### src/hw/rtl/drift_compensating_stereo_rate_bridge_defines.svh
// Assertion macros used by the rate bridge RTL
`ifndef DRIFT_COMPENSATING_STEREO_RATE_BRIDGE_DEFINES_SVH
`define DRIFT_COMPENSATING_STEREO_RATE_BRIDGE_DEFINES_SVH

// condition that must hold on every clock edge out of reset
`define DCSRB_ALWAYS(lbl, expr, msg) \
  lbl: assert property (@(posedge clk) disable iff (!rst_n) (expr)) else $error(msg);

// same-cycle implication
`define DCSRB_IMPLIES(lbl, ante, cons, msg) \
  lbl: assert property (@(posedge clk) disable iff (!rst_n) (ante) |-> (cons)) else $error(msg);

// next-cycle implication
`define DCSRB_NEXT(lbl, ante, cons, msg) \
  lbl: assert property (@(posedge clk) disable iff (!rst_n) (ante) |=> (cons)) else $error(msg);

`endif

### src/hw/rtl/dcsrb_pkg.sv
// Shared constants and types of the stereo rate bridge
package dcsrb_pkg;

  // ring and pop block sizing
  localparam int RING_DEPTH = 65536;
  localparam int RING_AW    = $clog2(RING_DEPTH);
  localparam int MAX_POP    = 64;
  localparam int POP_AW     = (MAX_POP > 1) ? $clog2(MAX_POP) : 1;
  localparam int CNT_W      = $clog2(MAX_POP + 1);

  // field widths
  localparam int RATE_W  = 19;
  localparam int SMP_W   = 24;
  localparam int FRAME_W = 2 * SMP_W;
  localparam int FC_W    = 7;
  localparam int QF_W    = 17;

  // step arithmetic widths
  localparam int TGT_W  = 16;
  localparam int VAL_W  = 20;
  localparam int NUM_W  = 39;
  localparam int DT_W   = 35;
  localparam int DEN_W  = 40;
  localparam int DIVN_W = 72;
  localparam int REM_W  = 41;
  localparam int DCNT_W = 7;

  localparam logic [RATE_W-1:0] RATE_DEFAULT = 19'd48000;
  localparam logic [31:0]       RING_DEPTH32 = 32'(RING_DEPTH);
  localparam logic [TGT_W-1:0]  TGT_FLOOR    = 16'd64;

  // reciprocals for the target fill: exact for a 19-bit rate and for 35 times that rate
  localparam logic [18:0] RECIP_10   = 19'd419431;    // ceil(2^22 / 10)
  localparam logic [24:0] RECIP_1000 = 25'd17179870;  // ceil(2^34 / 1000)

  // action codes
  localparam logic [1:0] ACT_PUSH  = 2'd0;
  localparam logic [1:0] ACT_POP   = 2'd1;
  localparam logic [1:0] ACT_CLEAR = 2'd2;

  // configuration register indexes
  localparam logic REG_SRC = 1'b0;
  localparam logic REG_DST = 1'b1;

  typedef logic signed [SMP_W-1:0] smp_t;

  typedef struct packed {
    logic busy;
    logic done;
  } div_stat_t;

endpackage

### src/hw/rtl/dcsrb_div.sv
// Restoring divider, one quotient bit per cycle
module dcsrb_div import dcsrb_pkg::*; (
  input  logic              clk,
  input  logic              rst_n,
  input  logic              start,
  input  logic [DIVN_W-1:0] num,
  input  logic [DEN_W-1:0]  den,
  output logic [DIVN_W-1:0] quo,
  output div_stat_t         stat
);

  logic [DIVN_W-1:0] q_r;
  logic [REM_W-1:0]  rem_r;
  logic [DEN_W-1:0]  den_r;
  logic [DCNT_W-1:0] cnt_r;
  logic              busy_r;
  logic              done_r;

  logic [REM_W-1:0]  rem_sh;
  logic              ge;
  logic [REM_W-1:0]  rem_nxt;

  // shift in the next numerator bit and try a subtract
  always_comb begin
    rem_sh  = {rem_r[REM_W-2:0], q_r[DIVN_W-1]};
    ge      = rem_sh >= {1'b0, den_r};
    rem_nxt = ge ? (rem_sh - {1'b0, den_r}) : rem_sh;
  end

  // control
  always_ff @(posedge clk) begin
    if (!rst_n) begin
      busy_r <= 1'b0;
      done_r <= 1'b0;
      cnt_r  <= '0;
    end else begin
      done_r <= 1'b0;
      if (start) begin
        busy_r <= 1'b1;
        cnt_r  <= '0;
      end else if (busy_r) begin
        cnt_r <= cnt_r + 1'b1;
        if (cnt_r == DCNT_W'(DIVN_W - 1)) begin
          busy_r <= 1'b0;
          done_r <= 1'b1;
        end
      end
    end
  end

  // datapath
  always_ff @(posedge clk) begin
    if (start) begin
      q_r   <= num;
      rem_r <= '0;
      den_r <= den;
    end else if (busy_r) begin
      q_r   <= {q_r[DIVN_W-2:0], ge};
      rem_r <= rem_nxt;
    end
  end

  assign quo       = q_r;
  assign stat.busy = busy_r;
  assign stat.done = done_r;

endmodule
### config.mk
export PLATFORM = sky130hd
export DESIGN_NAME = dcsrb_div
export DESIGN_NICKNAME = d
export VERILOG_FILES = /design/src/hw/rtl/drift_compensating_stereo_rate_bridge_defines.svh /design/src/hw/rtl/dcsrb_pkg.sv /design/src/hw/rtl/dcsrb_div.sv
export SDC_FILE = /design/constraint.sdc
export NUM_CORES = 1
export LEC_CHECK = 0
export ABC_AREA = 0
export ABC_CLOCK_PERIOD_IN_PS = 9000
export BUFFER_PORTS_ARGS = -buffer_cell sky130_fd_sc_hd__buf_2
export CAP_MARGIN = 20
export CELL_PAD_IN_SITES_DETAIL_PLACEMENT = 1
export CELL_PAD_IN_SITES_GLOBAL_PLACEMENT = 2
export CORE_AREA = 2 2 161 163
export CTS_CLUSTER_SIZE = 16
export DETAILED_ROUTE_END_ITERATION = 12
export DIE_AREA = 0 0 163 165
export HOLD_SLACK_MARGIN = 0.06
export PLACE_DENSITY = 0.85
export SYNTH_ARGS = -nofsm -noshare
export SYNTH_HDL_FRONTEND = slang
export SYNTH_SLANG_ARGS = --single-unit
### constraint.sdc
create_clock -name clk -period 9 [get_ports clk]
set_input_delay 0.9 -clock clk [delete_from_list [all_inputs] [get_ports clk]]
set_output_delay 0.9 -clock clk [all_outputs]
set_load 0.05 [all_outputs]
==> flow_summary.json <==
{
  "die_w_um": 163,
  "rsz0062_at_grt": "no",
  "stdcell_area_mm2": 0.0108,
  "n_fill_cell": 2810,
  "yosys.area.top_type": "edfxtp_1",
  "nNetsFinal": 1142,
  "rows": 58,
  "syn_avg_cell_area_um2": 11.0,
  "grt_start_max_net_pins": 73,
  "ant_nets": 0,
  "final_common_cell": "buf_2",
  "worstSetupStartpointType": "flip-flop",
  "power.density_mw_per_mm2": 206,
  "fmax_ghz": 0.263,
  "drive_above_1_share_pct": 31.5,
  "post_cts_buffers": 0,
  "dpl_cell_area_mm2": 0.0102,
  "htreeDepth": 4,
  "synth_seq_cells": 161,
  "postCtsResizedCells": 0,
  "met2_length_um": 11900,
  "cp-end-kind": "flip-flop",
  "cts_buffer_depth": 2,
  "setup_viol": 0,
  "final_cell_mix": "buf_2 (187), edfxtp_1 (112), mux2_2 (74)",
  "dieArea_mm2": 0.0269,
  "cts_hold_buf": 0,
  "top_layer": "met5",
  "grt.overflow.total": 0,
  "numClockSinks": 161,
  "portBuffers": 188,
  "drt_iter0_markers": 297,
  "ys_seq_area_share_pct": 48.5,
  "synth.top_cell.area_share_pct": 37.5,
  "core_mm2": 0.0250,
  "ys.warnings.count": 0,
  "vias_per_cell": 5.21,
  "fin_crit_sh_pct": 42.2,
  "cts_root_buf": "clkbuf_16",
  "slew_headroom_pct": 25.3,
  "cp_data_arrival_time_ns": 4.14,
  "synth_flop_cell": "edfxtp_1",
  "final_cells": 1330,
  "antenna_found_initial": 6,
  "cap_violations": 0,
  "cts_buffers": 17,
  "min_period_ns": 3.80,
  "yosysUniqueCellTypes": 66,
  "final_max_slew_viol_count": 0,
  "crit_required_ns": 9.34,
  "synth_cells": 815,
  "chipHeight_um": 165,
  "setup_tns_ns": 0,
  "crit_type": "reg2reg",
  "wl_met1_um": 10900,
  "worst-path-max-fanout": 30,
  "dp.cells": 1296,
  "grt_pass1_wl_um": 39600,
  "hp-class": "reg2reg",
  "synth_area_leaders": "edfxtp_1 (38%), dfxtp_1 (11%), mux2_2 (9.3%), ha_1 (5.7%), mux2i_1 (3.9%)",
  "power_leakage_uw": 0.00451,
  "wire_per_inst_um": 18.7,
  "dr.pass1.iters": 4,
  "synth_area_mm2": 0.00896,
  "place.gp.congestion": 0.821,
  "hpwl_um": 18700,
  "worst_pin_slew_ns": 1.12,
  "ios": 189,
  "hold_violations": 0,
  "clk_pin_slew_worst_paths_ns": 0.08,
  "cts_tree": "yes",
  "clkLatencyLatePin_ns": 0.44,
  "start_util_pct": 35.8,
  "ir_drop_v": 0.000103,
  "grt_usage_pct": 19.0,
  "synth_edf_count": 112,
  "synth_nets": 972,
  "drc": 0,
  "grt_pass1_vias": 7366,
  "syn2layout_area_growth_pct": 20.2,
  "route.vias.total": 6927,
  "async_flop_share_pct": 0,
  "met3WireLength_um": 1770,
  "drt_wl_total_um": 24800,
  "skew_ns": 0.0160,
  "outcome": "finished clean"
}
## Yosys cell counts (all sizes together), types with 6 or more instances
| library cell | count |
|---|---|
| nand2 | 43 |
| nor2 | 64 |
| buf | 14 |
| xnor2 | 19 |
| o21ai | 30 |
| clkbuf | 28 |
| edfxtp | 112 |
| dfxtp | 49 |
| and3 | 10 |
| a31oi | 7 |
| inv | 51 |
| xor2 | 15 |
| ha | 41 |
| mux2i | 35 |
| a21o | 18 |
| nand2b | 9 |
| mux2 | 74 |
| nor3 | 16 |
| o21a | 6 |
| a211oi | 30 |
| nand3 | 12 |
| o21bai | 6 |
| nand4 | 17 |
| a21oi | 47 |
## layout make-up
| cell class | count | area, um^2 | area share, % |
|---|---|---|---|
| clock inverter | 15 | 190 | 1.76 |
| tap | 330 | 413 | 3.83 |
| sequential | 161 | 4350 | 40.3 |
| clock buffer | 17 | 425 | 3.95 |
| antenna | 2 | 5.00 | 0.0464 |
| timing repair buffer | 193 | 985 | 9.14 |
| inverter | 51 | 191 | 1.78 |
| multi-input combinational | 561 | 4220 | 39.2 |
## metrics by stage
stage / setup slack, ns / total power, uW / hold WS [ns] / util, %
final: 5.20 / 2220 / 0.491 / 43.0
after global routing: 4.94 / 2330 / 0.520 / 43.0
after CTS: 5.18 / 2250 / 0.500 / 43.0
after detailed placement: 5.21 / 1480 / 0.488 / 40.6
after global placement: 5.30 / 1480 / 0.471 / 40.6
after floorplan: 5.53 / 1330 / 0.453 / -
## routing by layer
metal | GRT usage [%] | vias up
met5 | 0 | -
met4 | 4.02 | 4
met3 | 6.91 | 20
met2 | 32.3 | 174
met1 | 23.1 | 3367
li1 | - | 3362
## cells by family after synthesis
| family | after synthesis | share of synthesized area (%) |
|---|---|---|
| AOI/OAI and AO/OA | 179 | 13.8 |
| xor gates and xnor gates | 34 | 3.32 |
| adders and majority gates | 42 | 5.95 |
| buffers and inverters | 93 | 4.45 |
| DFF | 161 | 48.5 |
| muxes | 109 | 13.2 |
| and+or+nand+nor | 197 | 10.8 |
## critical path, stage by stage, from the launching register on
cell,delay (ns)
edfxtp_1,0.33
inv_1,0.05
ha_1,0.48
and4_1,0.38
nand4_1,0.14
nor4_1,0.25
nand4_1,0.12
nand2_1,0.13
a211oi_1,0.09
a31oi_4,0.76
buf_4,0.51
o21ai_0,0.19
a311oi_1,0.26
## sequential cells by signal, indices dropped and copies added, names as in the netlist
register / count
quo: 72
cnt_r: 7
rem_r: 40
busy_r: 1
done_r: 1
den_r: 40
## power breakdown
group          internal, uW  switching, uW  leakage (uW)  total [uW]
clock                   380            378      0.000299         758
combinational           195            362       0.00269         556
sequential              868           38.7       0.00152         907
total                  1440            778       0.00451        2220
## final timing paths
path                           from                endpoint  slack (ns)  depth (start not counted)
min reg2reg  rem_r[23]$_SDFFE_PP0P_  rem_r[23]$_SDFFE_PP0P_        0.49                          2
max             den_r[35]$_DFFE_PP_  rem_r[36]$_SDFFE_PP0P_        5.20                         12
max reg2reg     den_r[35]$_DFFE_PP_  rem_r[36]$_SDFFE_PP0P_        5.20                         12
min          rem_r[23]$_SDFFE_PP0P_  rem_r[23]$_SDFFE_PP0P_        0.49                          2
Power figures use the tool's default switching activity.
