**config.mk**
```make
export PLATFORM = sky130hd
export DESIGN_NAME = dcsrb_ram
export DESIGN_NICKNAME = d
export VERILOG_FILES = /design/src/hw/rtl/drift_compensating_stereo_rate_bridge_defines.svh /design/src/hw/rtl/dcsrb_ram.sv
export SDC_FILE = /design/constraint.sdc
export NUM_CORES = 1
export LEC_CHECK = 0
export BUFFER_PORTS_ARGS = -buffer_cell sky130_fd_sc_hd__buf_2
export CAP_MARGIN = 20
export CORE_UTILIZATION = 60
export DETAILED_ROUTE_END_ITERATION = 6
export MAX_ROUTING_LAYER = met4
export PLACE_DENSITY = 0.78
export SLEW_MARGIN = 20
export SYNTH_ARGS = -nofsm -noshare
export SYNTH_HDL_FRONTEND = slang
export SYNTH_SLANG_ARGS = --single-unit
export TNS_END_PERCENT = 5
```
**constraint.sdc**
```tcl
create_clock -name clk -period 2.1 [get_ports clk]
set_input_delay 0.42 -clock clk [delete_from_list [all_inputs] [get_ports clk]]
set_output_delay 0.42 -clock clk [all_outputs]
set_load 0.005 [all_outputs]
```
**src/hw/rtl/drift_compensating_stereo_rate_bridge_defines.svh**
```systemverilog
// Assertion macros used by the rate bridge RTL
`ifndef DRIFT_COMPENSATING_STEREO_RATE_BRIDGE_DEFINES_SVH
`define DRIFT_COMPENSATING_STEREO_RATE_BRIDGE_DEFINES_SVH

// condition that must hold on every clock edge out of reset
`define DCSRB_ALWAYS(lbl, expr, msg) \
  lbl: assert property (@(posedge clk) disable iff (!rst_n) (expr)) else $error(msg);

// same-cycle implication
`define DCSRB_IMPLIES(lbl, ante, cons, msg) \
  lbl: assert property (@(posedge clk) disable iff (!rst_n) (ante) |-> (cons)) else $error(msg);

// next-cycle implication
`define DCSRB_NEXT(lbl, ante, cons, msg) \
  lbl: assert property (@(posedge clk) disable iff (!rst_n) (ante) |=> (cons)) else $error(msg);

`endif

```
**src/hw/rtl/dcsrb_ram.sv**
```systemverilog
// Generic single-write, single-read RAM with registered read data
module dcsrb_ram #(
  parameter int WIDTH = 8,
  parameter int DEPTH = 16
) (
  input  logic                     clk,
  input  logic                     we,
  input  logic [$clog2(DEPTH)-1:0] waddr,
  input  logic [WIDTH-1:0]         wdata,
  input  logic                     re,
  input  logic [$clog2(DEPTH)-1:0] raddr,
  output logic [WIDTH-1:0]         rdata
);

  logic [WIDTH-1:0] mem [DEPTH];
  logic [WIDTH-1:0] rdata_r;

  always_ff @(posedge clk) begin
    if (we) begin
      mem[waddr] <= wdata;
    end
    if (re) begin
      rdata_r <= mem[raddr];
    end
  end

  assign rdata = rdata_r;

endmodule

```
==> summary.txt, run 1 <==
status: completed
critical path required time: 2.35 ns
num ports: 27
post-CTS setup buffer count: 0
CTS H-Tree Depth: 4
grt ovf: 0
Die X: 95.34 um
Crit-path slowest cell: mux4_1
wire per inst: 25.12 um
Compound-Gate Fraction of Synth Area: 2.298%
largest family of logic cells by synthesized area: multiplexers
setup TNS: 0 ns
Adder-Cell Fraction of Synth Area: 0%
final setup fails: 0
final WL: 10.12 mm
DRT iter0 DRCs: 206
Clock Power Share: 49.0%
Final Net Count: 304
hold crit path type: in -> reg
Worst path max stage delay: 0.57 ns
R2R Setup Slk: 0.61 ns
Fillers: 440
Area growth, synth to finish: 19.48%
TritonRoute pass-1 iters: 5
Mapped Nets: 248
die area: 9090 um^2
Max-slew headroom: 71.93%
# clock sinks: 136
fmax: 0.6513 GHz
crit share post-route: 73.12%
FP Rows: 33
sequential fraction of the synthesis area: 78.12%
initial antenna violation count: 0
clk_lat worst skew: 0.51 ns
Flop pwr share: 46.8%
via/cell ratio: 6.347
smallest hold slack: 0.2870 ns
Netlist cell types: 18
post-synth top area cell: edfxtp_1
area of the core: 8341 um^2
multiplexer share of the synthesized area: 14.79%
Final ANT Viol Nets: 0
Startpoint Class: input port
die height: 95.34 um
Seq cells post-synth: 136
Hold Buf Count CTS: 0
RSZ-0062 raised after global routing: no
fraction of layout cells with a size suffix above 1: 31.54%
root buffer cell: clkbuf_8
Final Max Slew Viols: 0
clock buffer count from CTS: 17
total track usage: 25.84%
Post-Synth Simple-Gate Area: 3.135%
vias: 2,558
clock-pin slew on the worst setup and hold paths: 0.06 ns
Peak VDD IR: 705.2 uV
leakage: 2.145 nW
Synth top area share: 78.12%
leading cell type in the layout, fill and taps excluded: edfxtp_1
Post-Synth XOR/XNOR Area: 0%
Final Skew: 0.006419 ns
leading post-synthesis cells by cell area: edfxtp_1 (78%), mux4_2 (7.8%), mux4_1 (7.0%), a22oi_1 (2.3%), nor2_1 (0.93%)
first-pass GRT wire length: 15.04 mm
Ys Warns: 0
diodes inserted: 0
combinational share of power: 4.3%
PostCTS Resize Cnt: 0
commonest cells after routing, fill and taps aside: edfxtp_1 (136), buf_2 (26), mux4_2 (18), buf_4 (18)
Int Pwr: 5.346 mW
worst-margin pin slew: 0.4211 ns
switching share of power: 18.81%
cell count after synthesis: 229
largest net degree at the start of global routing: 33
# DRC: 0
vias in the first global route: 2,614
GP Congestion: 0.7386
CTS tree: done
mean area per synthesized cell: 22.83 um^2
Critical Path AT: 1.79 ns
max_cap viols: 0
power per cell area: 1054 nW/um^2
Hold Vio Cnt, Final: 0
Port Buffer Count: 26
critical path capture point type: register
post-detail-place hpwl: 5.855 mm
critical-path cell list: buf_2 > buf_12 > mux4_1 > a22oi_1 > nand2_1
Synth Cell Area: 5228 um^2
initial core utilization: 62.68%
WS Path Type: in -> reg
CP Max Fanout: 15
total net switching power: 1.238 mW
min Tclk post-route: 1.535 ns
clk buf depth: 2
==> cell usage after synthesis (all sizes together) <==
cell	instances
edfxtp	136
mux4	32
a22oi	16
nor2	13
nand2	9
buf	7
nor3	4
clkdlybuf4s25	3
nand2b	2
nand3b	2
and2	1
and2b	1
nand3	1
nor2b	1
or3b	1
==> per-layer routing <==
| layer | GRT usage [%] | share of wire [%] | wire (um) | vias up |
|---|---|---|---|---|
| met1 | 34.45 | 42 | 4208 | 1314 |
| li1 | - | - | - | 1097 |
| met2 | 38.33 | 49 | 4915 | 128 |
| met3 | 7.735 | 8.0 | 807 | 19 |
| met5 | - | 0 | 0 | - |
| met4 | 9.217 | 1.9 | 193 | 0 |
==> through the flow <==
step           utilization (%)  total power, mW  cells  instance area (um^2)  setup slack (ns)
2_1_floorplan                -            3.282    229                  5228            0.1871
3_3_place_gp             67.12            3.400    371                  5598           0.03029
3_5_place_dp             67.12            3.411    371                  5598           0.04936
4_1_cts                  74.89            6.627    403                  6246            0.5646
5_1_grt                  74.89            6.759    403                  6246            0.5033
6_report                 74.89            6.584    403                  6246            0.5646
==> critical path, delay by kind of cell <==
kind | cells | cell delay (ns)
AOI/OAI and AO/OA | 1 | 0.29
buffers and inverters | 2 | 0.43
and+or+nand+nor | 1 | 0.08
muxes | 1 | 0.57
==> kinds of logic (layout without fill, tap and decap cells) <==
family | count (synthesis) | in the layout
AO/OA/AOI/OAI | 16 | 16
buffers and inverters | 10 | 79
flip-flops | 136 | 136
multiplexers | 32 | 32
AND/OR/NAND/NOR | 35 | 35
==> path summary, 6_finish.rpt <==
path                             end                 from  depth (start not counted)
setup / recovery  rdata[0]$_DFFE_PP_             raddr[0]                          5
hold / removal    rdata[1]$_DFFE_PP_                   re                          1
setup reg to reg  rdata[1]$_DFFE_PP_  mem[1][1]$_DFFE_PP_                          3
hold reg to reg   rdata[3]$_DFFE_PP_  mem[0][3]$_DFFE_PP_                          3
==> final cells by class <==
| class | instances | area (um^2) | area share [%] |
|---|---|---|---|
| clock inverter | 13 | 226.5 | 3.626 |
| multi-input combinational | 83 | 1057 | 16.93 |
| sequential | 136 | 4084 | 65.38 |
| clock buffer | 19 | 421.7 | 6.751 |
| timing repair buffer | 47 | 325.3 | 5.208 |
| tap | 105 | 131.4 | 2.103 |
==> power by group through the flow <==
| stage | clock network (mW) | logic, mW | registers, mW |
|---|---|---|---|
| 3_5_place_dp | 0 | 0.279 | 3.13 |
| 2_1_floorplan | 0 | 0.154 | 3.13 |
| 4_1_cts | 3.26 | 0.286 | 3.08 |
| 3_3_place_gp | 0 | 0.271 | 3.13 |
| 5_1_grt | 3.37 | 0.303 | 3.08 |
| 6_report | 3.22 | 0.283 | 3.08 |
==> sequential cells by signal, indices dropped and copies added, names as in the netlist <==
| name | flops |
|---|---|
| mem | 128 |
| rdata | 8 |
No activity file was read; power rests on OpenSTA's default activity.
==> run 2: changes to the inputs <==
- ABC_AREA: not set -> 1
- CORE_UTILIZATION: 60 -> 55
- PLACE_DENSITY: 0.78 -> 0.75
- clock period: 2.1 -> 1.3 ns (I/O delays scaled with it)
==> run 2 against run 1 <==
Effect of this change: the flow now finishes with violations (negative setup slack); global-route usage increased by 0.15 points; power increased by 58%; sequential power increased by 61%; count of clock-buffer cells in the layout decreased by 1; wire length increased by 26%.
==> summary.txt, run 2 <==
switching share of power: 21.02% (+2.2 points)
Startpoint Class: register
DRT iter0 DRCs: 418 (+100%)
Synth top area share: 69.85% (-8.3 points)
Final Max Slew Viols: 0 (unchanged)
diodes inserted: 0 (unchanged)
leading post-synthesis cells by cell area: edfxtp_1 (70%), nand2_1 (11%), nand3_1 (8.3%), inv_1 (6.4%), buf_6 (1.2%)
power per cell area: 1528 nW/um^2 (+45%)
max_cap viols: 0 (unchanged)
largest net degree at the start of global routing: 65 (+97%)
Seq cells post-synth: 136 (unchanged)
Critical Path AT: 1.10 ns (-0.69 ns)
num ports: 27 (unchanged)
ys async rst share: 0% (unchanged)
sequential fraction of the synthesis area: 69.85% (-8.3 points)
Final Skew: 0.005700 ns (-0.0007191 ns)
Final Core Density: 65.96% (-8.9 points)
critical path required time: 1.04 ns (-1.31 ns)
Port Buffer Count: 26 (unchanged)
critical path capture point type: output port
WS Path Type: reg -> out
Largest Register: mem
vias in the first global route: 3,890 (+49%)
count leader, synth: nand2_1
Post-synth EDFFs: 136 (unchanged)
vias: 3,882 (+52%)
CTS tree: done
clk buf depth: 2 (unchanged)
Clock Power Share: 46.4% (-2.6 points)
post-synth top area cell: edfxtp_1
grt ovf: 0 (unchanged)
CTS H-Tree Depth: 4 (unchanged)
leading cell type in the layout, fill and taps excluded: nand2_1
Synth Flop Type: edfxtp_1
first-pass GRT wire length: 20.13 mm (+34%)
initial core utilization: 56.64% (-6.0 points)
RR Startpoint: mem[4][6]$_DFFE_PP_
mean area per synthesized cell: 10.61 um^2 (-54%)
CP Max Fanout: 1 (-14)
status: complete, but fails checks
clock-pin slew on the worst setup and hold paths: 0.06 ns (about the same)
post-route non-filler standard cell count: 745 (+85%)
Peak VDD IR: 777.1 uV (+10%)
cell count after synthesis: 551 (+140%)
clk_lat worst skew: 0.52 ns (about the same)
leakage: 2.954 nW (+38%)
Hold Vio Cnt, Final: 0 (unchanged)
failing checks: negative setup slack
Max-slew headroom: 58.72% (-13 points)
FP Rows: 37 (+12%)
smallest hold slack: 0.1098 ns (-0.1772 ns)
fraction of layout cells with a size suffix above 1: 12.97% (-19 points)
area of the core: 10,320 um^2 (+24%)
GP Congestion: 0.9031 (+22%)
post-place setup slack: -0.2123 ns (-0.2617 ns)
final WL: 12.79 mm (+26%)
Int Pwr: 8.219 mW (+54%)
placed insts: 713 (+92%)
Die X: 105.1 um (+10%)
Crit-path slowest cell: edfxtp_1
Mapped Nets: 570 (+130%)
post-CTS setup buffer count: 0 (unchanged)
die area: 11,050 um^2 (+22%)
hold crit path type: in -> reg
root buffer cell: clkbuf_8
Netlist cell types: 11 (-7)
via/cell ratio: 5.211 (-18%)
Ys Warns: 0 (unchanged)
post-detail-place hpwl: 7.757 mm (+32%)
total net switching power: 2.187 mW (+77%)
Critical path origin: rdata[3]$_DFFE_PP_
Largest register FFs: 128 (unchanged)
initial antenna violation count: 0 (unchanged)
fmax: 0.7380 GHz
crit share post-route: 104.2%
min Tclk post-route: 1.355 ns
Area growth, synth to finish: 16.46%
post-route setup slack: -0.05504 ns (-0.6196 ns)
combinational share of power: 5.8% (+1.5 points)
critical path's top delay family: flip-flops
final setup fails: 6 (+6)
wire per inst: 17.16 um (-32%)
Final Net Count: 615 (+100%)
total track usage: 25.99% (+0.15 points)
worst-margin pin slew: 0.6184 ns (+0.1973 ns)
# clock sinks: 136 (unchanged)
RSZ-0062 raised after global routing: yes
Worst path max stage delay: 0.42 ns (-0.15 ns)
Synth Cell Area: 5847 um^2 (+12%)
commonest cells after routing, fill and taps aside: nand2_1 (173), edfxtp_1 (136), inv_1 (100), nand3_1 (97), buf_2 (26)
CP bufs+invs: 1 (-1)
Final ANT Viol Nets: 0 (unchanged)
Flop pwr share: 47.8% (+1.0 points)
# DRC: 0 (unchanged)
critical-path cell list: buf_2
synth cell count leaders: nand2_1 (173), edfxtp_1 (136), inv_1 (100)
clock buffer count from CTS: 17 (unchanged)
setup TNS: -0.1727 ns (-0.1727 ns)
die height: 105.1 um (+10%)
worst hold start: re
TritonRoute pass-1 iters: 6 (+1)
-- run 2: metal layers --
metal,global-route usage [%],routed length (um),vias to the layer above
met2,42.01,6371,167
met4,10.97,312,0
met3,6.550,950,26
li1,-,-,1869
met5,-,0,-
met1,31.23,5151,1820
-- run 2: logic make-up after synthesis --
group	Yosys count	synth area share (%)
buffers and inverters	126	9.394
DFF	136	69.85
and+or+nand+nor	289	20.76
-- run 2: final timing paths --
kind | to | slack, ns | depth (start not counted)
setup reg to reg | rdata[6]$_DFFE_PP_ | 0.10 | 6
setup / recovery | rdata[3] | -0.06 | 1
hold / removal | rdata[5]$_DFFE_PP_ | 0.11 | 1
hold reg to reg | rdata[6]$_DFFE_PP_ | 0.75 | 6
-- run 2: power by group through the flow --
stage	registers, mW	clock network (mW)	logic, mW
floorplan	5.06	0	0.346
global placement	5.06	0	0.586
detailed placement	5.06	0	0.602
CTS	4.97	4.84	0.609
global route	4.98	5.03	0.672
finish	4.97	4.83	0.608
-- run 2: timing repair --
item,4_1_cts,5_1_grt
hold buffers,0,0
endpoints found under the setup margin,6,8
gates resized for setup,0,0
-- run 2: stage by stage --
step	total power, mW	area, um^2
floorplan	5.402	5847
global placement	5.644	6211
detailed placement	5.662	6211
CTS	10.42	6809
global route	10.68	6809
finish	10.41	6809
-- run 2: final cells by class --
type | count | area (um^2)
Clock buffer | 18 | 417.9
Clock inverter | 14 | 180.2
Fill cell | 738 | 3515
Inverter | 102 | 382.9
Multi-Input combinational cell | 289 | 1214
Sequential cell | 136 | 4084
Tap cell | 136 | 170.2
Timing Repair Buffer | 50 | 360.3
==> run 3: changes to the inputs <==
- ABC_AREA: 1 -> 0
- CORE_UTILIZATION: 55 -> 54
- PLACE_DENSITY: 0.75 -> 0.74
==> run 3 against run 2 <==
Effect of this change: the flow still finishes with violations (negative setup slack); power rose by 0.25%; worst setup slack got worse by 0.098 ns; utilization grew 2.1 points; critical path depth increased by 2; count of clock-buffer cells in the layout down 1; clock power is 2% higher; highest routed layer unchanged.
==> summary.txt, run 3 (same netlist as run 1, synthesis figures left out) <==
RR Startpoint: mem[3][1]$_DFFE_PP_
met2 wire len: 5.086 mm (-20%)
Peak VDD IR: 1084 uV (+39%)
reg2reg end: rdata[1]$_DFFE_PP_
DRT iter0 DRCs: 194 (-54%)
hold depth: 1 (unchanged)
Crit-path slowest cell: mux4_2
WS Path Type: reg -> reg
Fillers: 581 (-21%)
Crit path depth: 3 (+2)
TritonRoute pass-1 iters: 4 (-2)
R2R Setup Slk: -0.15 ns (-0.25 ns)
leakage: 2.130 nW (-28%)
Hold Vio Cnt, Final: 0 (unchanged)
final WL: 10.22 mm (-20%)
Die X: 100.4 um (-4.5%)
via/cell ratio: 5.935 (+14%)
critical path required time: 1.57 ns (+0.53 ns)
root buffer cell: clkbuf_8
Area growth, synth to finish: 21.49%
initial core utilization: 56.04% (-0.59 points)
grt ovf: 0 (unchanged)
Max-slew headroom: 42.55% (-16 points)
min Tclk post-route: 1.453 ns (+0.09768 ns)
status: complete, but fails checks
post-CTS setup buffer count: 0 (unchanged)
diodes inserted: 0 (unchanged)
Largest register FFs: 128 (unchanged)
num ports: 27 (unchanged)
crit share post-route: 111.7% (+7.5 points)
Top Layer Used: met4
DRT met1 WL: 4.096 mm (-20%)
fmax: 0.6884 GHz (-6.7%)
failing checks: negative setup slack
post-place setup slack: -0.5368 ns (-0.3244 ns)
first-pass GRT wire length: 15.68 mm (-22%)
initial antenna violation count: 0 (unchanged)
# DRC: 0 (unchanged)
largest net degree at the start of global routing: 19 (-71%)
Largest Register: mem
clock buffer count from CTS: 17 (unchanged)
Final Skew: 0.007468 ns (+0.001768 ns)
GP Congestion: 0.7409 (-18%)
commonest cells after routing, fill and taps aside: edfxtp_1 (136), mux4_2 (31), buf_2 (26), buf_4 (19), clkbuf_16 (16)
fraction of layout cells with a size suffix above 1: 41.58% (+29 points)
final setup fails: 8 (+2)
Final Net Count: 310 (-50%)
Final ANT Viol Nets: 0 (unchanged)
max_cap viols: 0 (unchanged)
critical path capture point type: register
Reg2Reg Depth: 3 (-3)
Final Max Slew Viols: 0 (unchanged)
Startpoint Class: register
CP bufs+invs: 0 (-1)
critical-path cell list: mux4_2 > a22oi_2 > nand2_1
met3 wire len: 907 um (-4.5%)
FP Rows: 35 (-5.4%)
die height: 100.4 um (-4.5%)
critical path's top delay family: multiplexers
hold crit path type: in -> reg
Hold Buf Count CTS: 0 (unchanged)
total track usage: 23.79% (-2.2 points)
Port Buffer Count: 26 (unchanged)
leading cell type in the layout, fill and taps excluded: edfxtp_1
Critical Path AT: 1.72 ns (+0.62 ns)
clk buf depth: 2 (unchanged)
wire per inst: 23.65 um (+38%)
Critical path origin: mem[3][1]$_DFFE_PP_
Worst path max stage delay: 0.52 ns (+0.10 ns)
clock-pin slew on the worst setup and hold paths: 0.06 ns (about the same)
area of the core: 9328 um^2 (-9.6%)
Power Total: 10.43 mW (+0.25%)
CTS H-Tree Depth: 4 (unchanged)
die area: 10,080 um^2 (-8.8%)
vias in the first global route: 2,666 (-31%)
CP Max Fanout: 1 (unchanged)
crit path capture: rdata[1]$_DFFE_PP_
# clock sinks: 136 (unchanged)
worst-margin pin slew: 0.8600 ns (+0.2416 ns)
post-route setup slack: -0.1527 ns (-0.09768 ns)
RSZ-0062 raised after global routing: yes
vias: 2,564 (-34%)
clk_lat worst skew: 0.52 ns (about the same)
CTS tree: done
post-detail-place hpwl: 6.147 mm (-21%)
power per cell area: 1643 nW/um^2 (+7.5%)
## run 3: worst min path at each step
stage,start,end,slack (ns)
after floorplan,wdata[0],mem[0][0]$_DFFE_PP_,0.36
after global placement,re,rdata[6]$_DFFE_PP_,0.62
after detailed placement,re,rdata[3]$_DFFE_PP_,0.62
after CTS,re,rdata[1]$_DFFE_PP_,0.07
after global routing,re,rdata[1]$_DFFE_PP_,0.07
final,re,rdata[3]$_DFFE_PP_,0.08
## run 3: repair_timing
| action | CTS | global route |
|---|---|---|
| pin swaps | 0 | 0 |
| setup endpoints to repair | 10 | 15 |
| gates resized for setup | 6 | 0 |
## run 3: per-stage QoR
step / instances / instance area [um^2] / TNS (ns) / hold WS, ns / utilization [%]
after floorplan: 229 / 5234 / -4.806 / 0.3589 / -
after global placement: 401 / 5708 / -9.364 / 0.6199 / 61.19
after detailed placement: 401 / 5708 / -11.56 / 0.6159 / 61.19
after CTS: 432 / 6351 / -1.007 / 0.06981 / 68.09
after global routing: 432 / 6351 / -1.393 / 0.06981 / 68.09
final: 432 / 6351 / -0.9469 / 0.08287 / 68.09
## run 3: area by class of cell
cell class / count / area (um^2) / share of cell area [%]
clock buffer: 17 / 414.1 / 6.521
clock inverter: 14 / 198.9 / 3.132
tap: 129 / 161.4 / 2.541
timing repair buffer: 53 / 432.9 / 6.816
multi-input combinational: 83 / 1060 / 16.69
sequential: 136 / 4084 / 64.30
## run 3: per-layer routing
metal	global-route usage, %	vias up
li1	-	1088
met1	31.92	1339
met2	35.88	125
met3	5.571	12
met4	9.365	0
met5	-	-
## run 3: power by group
part	switching, mW	internal, mW	total, mW	leakage (nW)
registers	0.0238	4.94	4.96	1.24
logic	0.289	0.234	0.523	0.595
clock network	1.82	3.12	4.95	0.299
total	2.13	8.30	10.4	2.13
